File: config.mk
export PLATFORM = sky130hd
export DESIGN_NAME = ffba_walker
export DESIGN_NICKNAME = d
export VERILOG_FILES = /design/src/hw/rtl/ffba_pkg.sv /design/src/hw/rtl/ffba_walker.sv
export SDC_FILE = /design/constraint.sdc
export NUM_CORES = 1
export LEC_CHECK = 0
export BUFFER_PORTS_ARGS = -buffer_cell sky130_fd_sc_hd__buf_2
export CORE_ASPECT_RATIO = 0.9
export CORE_UTILIZATION = 43
export DETAILED_ROUTE_END_ITERATION = 12
export REMOVE_ABC_BUFFERS = 1
export SKIP_CTS_REPAIR_TIMING = 1
export SYNTH_ARGS = -nofsm -noshare
export SYNTH_HDL_FRONTEND = slang
export SYNTH_SLANG_ARGS = --single-unit
File: constraint.sdc
create_clock -name clk_i -period 12 [get_ports clk_i]
set_input_delay 3.6 -clock clk_i [delete_from_list [all_inputs] [get_ports clk_i]]
set_output_delay 3.6 -clock clk_i [all_outputs]
set_load 0.1 [all_outputs]
File: src/hw/rtl/ffba_pkg.sv
// ----------------------------------------------------------------------------
// ffba_pkg
// Types and constants shared by the first-fit block allocator.
// ----------------------------------------------------------------------------
`default_nettype none
package ffba_pkg;
  localparam int unsigned ArenaGranules = 4096;
  localparam int unsigned GW = $clog2(ArenaGranules);   // granule index width
  localparam int unsigned SW = GW + 1;                  // size / count width
  localparam logic [1:0] KIND_ALLOC = 2'd0;
  localparam logic [1:0] KIND_FREE  = 2'd1;
  localparam logic [1:0] KIND_QUERY = 2'd2;
  localparam logic [1:0] ST_DONE    = 2'd0;
  localparam logic [1:0] ST_NOFIT   = 2'd1;
  localparam logic [1:0] ST_IGNORED = 2'd2;
  localparam logic [0:0] REG_ARENA  = 1'd0;

  typedef struct packed {
    logic [1:0]  kind;
    logic [15:0] request_bytes;
    logic [14:0] payload_offset;
  } req_t;

  typedef struct packed {
    logic [1:0]  status;
    logic [14:0] granted_offset;
    logic [15:0] bytes_in_use;
    logic [15:0] high_water_bytes;
    logic [31:0] failure_count;
    logic [14:0] largest_free_bytes;
  } rsp_t;

  // header word: free mark and payload size in granules
  typedef struct packed {
    logic          free;
    logic [SW-1:0] size;
  } hdr_t;

  typedef struct packed {
    logic          we;
    logic [GW-1:0] waddr;
    hdr_t          wdata;
    logic          re;
    logic [GW-1:0] raddr;
  } mem_cmd_t;
endpackage
`default_nettype wire

File: src/hw/rtl/ffba_walker.sv
// ----------------------------------------------------------------------------
// ffba_walker
// Sequencer that walks the block chain for allocate, free and query.
// ----------------------------------------------------------------------------
`default_nettype none
module ffba_walker (
  input  wire logic                   clk_i,
  input  wire logic                   rst_ni,
  input  wire logic                   start_i,
  input  wire ffba_pkg::req_t         req_i,
  input  wire logic                   carve_i,
  input  wire logic [ffba_pkg::SW-1:0] arena_i,
  output logic                        busy_o,
  output logic                        valid_o,
  output ffba_pkg::rsp_t              rsp_o,
  output ffba_pkg::mem_cmd_t          cmd_o,
  input  wire ffba_pkg::hdr_t         rdata_i
);
  localparam int unsigned SW = ffba_pkg::SW;
  localparam int unsigned GW = ffba_pkg::GW;
  localparam logic [2:0] S_IDLE  = 3'd0;
  localparam logic [2:0] S_READ  = 3'd1;   // read issued for cur_q
  localparam logic [2:0] S_EVAL  = 3'd2;
  localparam logic [2:0] S_MREAD = 3'd3;   // merge: read issued for next block
  localparam logic [2:0] S_MEVAL = 3'd4;
  localparam logic [2:0] S_DONE  = 3'd5;

  logic [2:0]    state_q, state_d;
  ffba_pkg::req_t req_q;
  logic [SW-1:0] cur_q, cur_d, want_q, tgt_q, best_q, best_d, size_q, size_d;
  logic [15:0]   inuse_q, inuse_d, peak_q, peak_d;
  logic [31:0]   fail_q, fail_d;
  logic [1:0]    status_q, status_d;
  logic [14:0]   grant_q, grant_d;
  logic          init_q;  // entry zero not yet written after carve
  logic [SW-1:0] nxt;
  logic [16:0]   inc;
  logic [15:0]   dec;

  assign busy_o = (state_q != S_IDLE) || init_q;
  assign nxt = cur_q + {{(SW-1){1'b0}}, 1'b1} + rdata_i.size;

  always_ff @(posedge clk_i or negedge rst_ni) begin
    if (!rst_ni) begin
      state_q <= S_IDLE;
      init_q  <= 1'b1;
      inuse_q <= '0; peak_q <= '0; fail_q <= '0;
      valid_o <= 1'b0;
    end else begin
      state_q <= carve_i ? S_IDLE : state_d;
      init_q  <= carve_i;
      inuse_q <= carve_i ? '0 : inuse_d;
      peak_q  <= carve_i ? '0 : peak_d;
      fail_q  <= carve_i ? '0 : fail_d;
      valid_o <= (state_q == S_DONE);
    end
  end

  always_ff @(posedge clk_i) begin
    cur_q <= cur_d; best_q <= best_d; size_q <= size_d;
    status_q <= status_d; grant_q <= grant_d;
    if (start_i && !busy_o) begin
      req_q  <= req_i;
      // requests beyond the size field saturate, so they never fit
      want_q <= (req_i.request_bytes > 16'd65528) ? {SW{1'b1}} :
                SW'((17'(req_i.request_bytes) + 17'd7) >> 3);
      tgt_q  <= SW'((req_i.payload_offset >> 3) - 15'd1);
    end
  end

  always_comb begin
    state_d = state_q; cur_d = cur_q; best_d = best_q; size_d = size_q;
    inuse_d = inuse_q; peak_d = peak_q; fail_d = fail_q;
    status_d = status_q; grant_d = grant_q;
    cmd_o = '0;
    inc = 17'(inuse_q) + 17'({want_q + 1'b1, 3'b000});
    dec = inuse_q - 16'({size_q + 1'b1, 3'b000});
    if (init_q) begin
      cmd_o.we = 1'b1;
      cmd_o.wdata = '{free: 1'b1, size: arena_i - 1'b1};
    end
    unique case (state_q)
      S_IDLE: if (start_i && !busy_o) begin
        cur_d = '0; best_d = '0; grant_d = '0; status_d = ffba_pkg::ST_IGNORED;
        cmd_o.re = 1'b1;
        unique case (req_i.kind)
          ffba_pkg::KIND_ALLOC: state_d = (req_i.request_bytes != 16'd0) ? S_READ : S_DONE;
          ffba_pkg::KIND_FREE:
            state_d = (req_i.payload_offset[2:0] == 3'd0 &&
                       req_i.payload_offset[14:3] != 12'd0) ? S_READ : S_DONE;
          ffba_pkg::KIND_QUERY: state_d = S_READ;
          default: state_d = S_DONE;
        endcase
      end
      S_READ: state_d = S_EVAL;
      S_EVAL: begin
        state_d = S_READ;
        cmd_o.re = 1'b1;
        cmd_o.raddr = GW'(nxt);
        cur_d = nxt;
        unique case (req_q.kind)
          ffba_pkg::KIND_ALLOC:
            if (rdata_i.free && rdata_i.size >= want_q) begin
              cmd_o.re = 1'b0;
              cmd_o.we = 1'b1;
              cmd_o.waddr = GW'(cur_q);
              if (rdata_i.size >= want_q + 2'd2) begin
                // split: write remainder now, shrunk header in S_DONE
                cmd_o.waddr = GW'(cur_q + want_q + 1'b1);
                cmd_o.wdata = '{free: 1'b1, size: rdata_i.size - want_q - 1'b1};
                size_d = want_q;
              end else begin
                cmd_o.wdata = '{free: 1'b0, size: rdata_i.size};
                size_d = rdata_i.size;
              end
              cur_d = cur_q;
              inc = 17'(inuse_q) + 17'({size_d + 1'b1, 3'b000});
              inuse_d = inc[15:0];
              if (inc[15:0] > peak_q) peak_d = inc[15:0];
              grant_d = 15'({cur_q + 1'b1, 3'b000});
              status_d = ffba_pkg::ST_DONE;
              state_d = S_DONE;
            end else if (nxt >= arena_i) begin
              fail_d = fail_q + 32'd1;
              status_d = ffba_pkg::ST_NOFIT;
              state_d = S_DONE;
            end
          ffba_pkg::KIND_FREE:
            if (cur_q == tgt_q) begin
              cur_d = cur_q;
              if (!rdata_i.free) begin
                size_d = rdata_i.size;
                inuse_d = inuse_q - 16'({rdata_i.size + 1'b1, 3'b000});
                status_d = ffba_pkg::ST_DONE;
                state_d = (nxt >= arena_i) ? S_DONE : S_MREAD;
                if (nxt >= arena_i) cmd_o.re = 1'b0;
              end else begin
                cmd_o.re = 1'b0;
                state_d = S_DONE;
              end
            end else if (nxt >= arena_i || nxt > tgt_q) begin
              cmd_o.re = 1'b0;
              state_d = S_DONE;
            end
          default: begin
            if (rdata_i.free && rdata_i.size > best_q) best_d = rdata_i.size;
            if (nxt >= arena_i) begin
              cmd_o.re = 1'b0;
              status_d = ffba_pkg::ST_DONE;
              state_d = S_DONE;
            end
          end
        endcase
      end
      S_MREAD: state_d = S_MEVAL;
      S_MEVAL: begin
        // rdata_i holds the block after cur_q; size_q is the growing size
        if (rdata_i.free) begin
          size_d = size_q + 1'b1 + rdata_i.size;
          if (cur_q + size_d + 1'b1 >= arena_i) state_d = S_DONE;
          else begin
            cmd_o.re = 1'b1;
            cmd_o.raddr = GW'(cur_q + size_d + 1'b1);
            state_d = S_MREAD;
          end
        end else state_d = S_DONE;
      end
      S_DONE: begin
        state_d = S_IDLE;
        if (status_q == ffba_pkg::ST_DONE && req_q.kind != ffba_pkg::KIND_QUERY) begin
          cmd_o.we = 1'b1;
          cmd_o.waddr = GW'(cur_q);
          cmd_o.wdata = '{free: (req_q.kind == ffba_pkg::KIND_FREE), size: size_q};
        end
      end
      default: state_d = S_IDLE;
    endcase
  end

  always_comb begin
    rsp_o.status = status_q;
    rsp_o.granted_offset = grant_q;
    rsp_o.bytes_in_use = inuse_q;
    rsp_o.high_water_bytes = peak_q;
    rsp_o.failure_count = fail_q;
    rsp_o.largest_free_bytes = 15'({best_q, 3'b000});
  end
  logic unused;
  assign unused = ^{dec, inc[16]};
endmodule
`default_nettype wire

# Yosys cells after proc, flatten, opt, wreduce, memory -nomap -nowiden
# Cells that the tools add are included.
word_totals:
  elab_cells: 182
  output_inout_bits: 138
  register_bits: 153
  inputBits: 64
op_classes:
  add_sub_neg: 19
  n_mux: 79
  n_lt_le_gt_ge: 8
  n_reduce_logical: 33
  eq_ne: 29
op_table:
  columns: ["operator", "n"]
  rows:
  - ["$mux W13", 15]
  - ["$mux W16", 10]
  - ["$mux W32", 5]
  - ["$pmux W13 S2", 5]
  - ["$add A13 B1 Y13 const B", 5]
  - ["$mux W27", 2]
  - ["$pmux W27 S2", 1]
  - ["$ge A13 B13 Y1", 4]
  - ["$mux W15", 3]
  - ["$add A13 B13 Y13", 3]
  - ["$mux W3", 12]
  - ["$add A32 B1 Y32 const B", 1]
  - ["$pmux W16 S2", 1]
  - ["$pmux W15 S2", 1]
  - ["$mux W14", 2]
  - ["$mux W28", 1]
  - ["$ne A3 B3 Y1 const B", 9]
  - ["$gt A13 B13 Y1", 2]
  - ["$sub A13 B1 Y13 const B", 2]
  - ["$pmux W12 S2", 1]
  - ["$reduce_and A4 Y1", 5]
  - ["$add A16 B16 Y16", 1]
  - ["$add A16 B3 Y16 const B", 1]
  - ["$gt A16 B16 Y1", 1]
  - ["other kinds (39)", 75]

# Logic depth before layout (Yosys ltp)
depth:
  depth_word: 14
  mapped_depth: 35

# Least setup slack after synthesis
# OpenSTA, ideal clock, no wires.
synth_path:
  path_type: "input to output"
  start: "in rdata_i[0] (netlist bit)"
  end: "out cmd_o[0] (netlist bit)"
  n_path_buf: 0
  t_arrival_ns: 8.612
  path_slack_ns: -0.212
  required_time_ns: 8.400
  path_stages: 21
  path_cell_list: "inv_1 ha_1 fa_1 inv_1 fa_1 a21o_1 a21oi_1 nor2b_1 o211ai_1 nand2_1 a21oi_1 xnor2_1 ha_1 a21o_1 a21o_1 a21o_1 a21oi_1 o21ai_0 a21oi_1 nand2_1 o22ai_1"
synth_rtl:
  columns: ["element", "line", "source"]
  rows:
  - ["start: declaration", "ffba_walker.sv:17", "input wire ffba_pkg::hdr_t rdata_i"]
  - ["end: declaration", "ffba_walker.sv:16", "output ffba_pkg::mem_cmd_t cmd_o,"]

==> flow_summary.toml <==
[outcome]
status = "finished, violations left"
violations = "design-rule violations"

[detailed_routing]
drtAntennaViolNets = 0
drtIter0Drc = 1162
wl_per_cell_um = 20.5
viasPerCell = 5.77
routed_wl_um = 47400
num_vias = 13400
drc = 2
firstDrtPassIters = 9

[finish]
drive_above_1_share = 0.162
final_cell_mix = "buf_2 (179), ha_1 (167), nand2_1 (154)"
multi_input_area_um2 = 9560
final_nets = 2120
final_cell_count_no_fill = 2315
n_antenna_cell = 0
syn2layout_area_growth_pct = 16.0
n_fill_cell = 3170
seqCellArea_um2 = 4040
final_common_cell = "buf_2"

[synthesis]
synthDistinctLibCells = 77
ys_seq_area_frac = 0.282
netlist_top_cells_area = "edfxtp_1 (17%), ha_1 (15%), dfrtp_1 (11%)"
synth_top_area_frac = 0.170
synthesis.area_um2 = 14300
synthArstFlopShare = 0.441
ys.warnings.count = 0
ys.flop_type = "edfxtp_1"
yosys.area.top_type = "edfxtp_1"
synth_edf_count = 81
syn_inst = 1710
avgSynthCellArea_um2 = 8.38
yosys_register_bits = 145

[run]
cap_violations = 0

[die]
core_area_um2 = 32900
die_w_um = 194
start_util = 0.436
rows = 63
die_h_um = 175
io_pins = 202
fp.dieArea_um2 = 34100

[grt]
grt_pass1_vias = 12400
grt_max_degree = 71
overflow = 0
antenna_found_initial = 0
track_usage = 0.279
grt_pass1_wl_um = 72300

[place]
io_buffers = 192
dp_slack_ns = 0.0404
post-place-cells = 2277
hpwl_um = 37000
place_congestion = 0.943

[sta]
tightest_slew_ns = 1.07
hold_viol = 0
max_slew_margin = 0.288
timing.final.ws_setup_ns = 0.207
max_freq_mhz = 84.8
fin_skew_ns = 0.0179
setup_viol = 0
period_minus_slack_ns = 11.79
period_share = 0.983
finalMaxSlewViolations = 0

[worst_setup_path]
required_ns = 8.40
crit_path_max_fanout = 9
crit_path_start_kind = "input port"
cp-end-kind = "output pin"
arrival_ns = 8.19
critical_path_class = "input port to output pin"

[min_path]
hp-class = "flip-flop to flip-flop"

[power]
p_leak_nw = 7.68
peakVddDrop_uv = 113
power_density_nw_per_um2 = 125

[clocking]
cts_sinks = 145
clock-root-buffer = "clkbuf_16"
clk_pin_slew_ns = 0.06
cts_buffers = 17
htree_levels = 4
tritoncts = "yes"
clkLatencyLatePin_ns = 0.47
clk_path_buf_depth = 2
## cell type report
| type | instances | area share |
|---|---|---|
| repair buffers | 232 | 0.0878 |
| well taps | 422 | 0.0318 |
| multi-input cells | 1364 | 0.575 |
| flip-flops and latches | 145 | 0.243 |
| inverters | 120 | 0.0271 |
| clock inverters | 12 | 0.00685 |
| clock buffers | 20 | 0.0288 |
## critical path, cell delays in order
cell      delay, ns
buf_2          0.14
ha_1           0.28
nor2b_1        0.12
o21ai_0        0.14
nand2b_1       0.11
a21o_1         0.23
a31o_2         0.27
a41o_1         0.28
nor2_1         0.13
xnor2_1        0.17
ha_1           0.32
nand3_1        0.11
nand2_1        0.06
a41oi_2        0.19
nor2b_2        0.18
xnor2_1        0.18
ha_1           0.31
a21o_1         0.16
a21oi_1        0.15
o21ai_0        0.12
a21oi_2        0.19
and2_4         0.20
buf_6          0.15
a21o_1         0.20
buf_12         0.19
## final timing paths
| check | start | to | slack, ns | depth (start not counted) |
|---|---|---|---|---|
| worst min-delay path | peak_q[8] | peak_q[8] | 0.56 | 2 |
| worst max register to register | want_q[1] | peak_q[8] | 3.61 | 31 |
| worst min register to register | peak_q[8] | peak_q[8] | 0.56 | 2 |
| worst max-delay path | rdata_i[1] | cmd_o[8] | 0.21 | 25 |
| max in group asynchronous | rst_ni | fail_q[14] | 8.07 | 2 |
| min in group asynchronous | rst_ni | peak_q[12] | 3.33 | 2 |
## Yosys cell counts (5+ instances only)
cell      count
buf_4        23
a21o_1       57
a22oi_1       6
o22ai_1       7
fa_1          7
nand2_1     154
a21boi_0      7
nand3_1      49
edfxtp_1     81
a21oi_1     106
nor3b_1       7
nand2b_1     19
or3_1        19
o21ai_0     108
clkbuf_1     61
ha_1        169
o211ai_1      5
nor3_1       35
xor2_1       63
a311oi_1      7
dfrtp_1      63
a31oi_1      12
nor2b_1      24
a211oi_1     15
or2_2         7
and3_1       25
and2_1       25
o41ai_1       7
mux2i_1      20
nand4_1      27
o21a_1       17
nor2_1      135
a31o_2        5
xnor2_1     112
inv_1       120
nor4_1       32
## where the power goes
| part | internal, mW | switching [mW] |
|---|---|---|
| clock | 0.313 | 0.244 |
| sequential | 0.560 | 0.0367 |
| combinational | 0.326 | 0.597 |
| total | 1.20 | 0.878 |
## sequential cells by signal, indices dropped and copies added, names as in the netlist
signal    count
best_q       13
cur_q        13
fail_q       32
grant_q      12
init_q        1
inuse_q      13
peak_q       14
req_q         2
size_q       13
state_q       3
status_q      2
tgt_q        13
valid_o       1
want_q       13
## logic make-up after synthesis
family,count (synthesis),synth area share
simple gates,575,0.197
compound gates,408,0.182
buf+inv,209,0.0610
fa+ha+maj,176,0.157
xor+xnor,175,0.107
flops,145,0.282
mux,21,0.0148
other cells,1,0.000262
## per-layer routing
| metal | vias up | track usage | part of all wire |
|---|---|---|---|
| met2 | 509 | 0.408 | 0.42 |
| li1 | 6426 | - | - |
| met4 | 0 | 0.0668 | 0.015 |
| met1 | 6369 | 0.411 | 0.48 |
| met5 | - | 0 | 0 |
| met3 | 46 | 0.0647 | 0.084 |
## metrics by stage
| step | instance area [um2] | util | total power [mW] | TNS (ns) | hold slack (ns) |
|---|---|---|---|---|---|
| after global routing | 16600 | 0.506 | 2.19 | -0.0493 | 0.593 |
| after global placement | 15900 | 0.484 | 1.47 | 0 | 0.555 |
| after CTS | 16500 | 0.502 | 2.05 | 0 | 0.564 |
| after detailed placement | 15900 | 0.484 | 1.48 | 0 | 0.553 |
| after floorplan | 13900 | - | 1.21 | -0.867 | 0.545 |
| final | 16600 | 0.506 | 2.08 | 0 | 0.558 |
No activity file was read; power rests on OpenSTA's default activity.
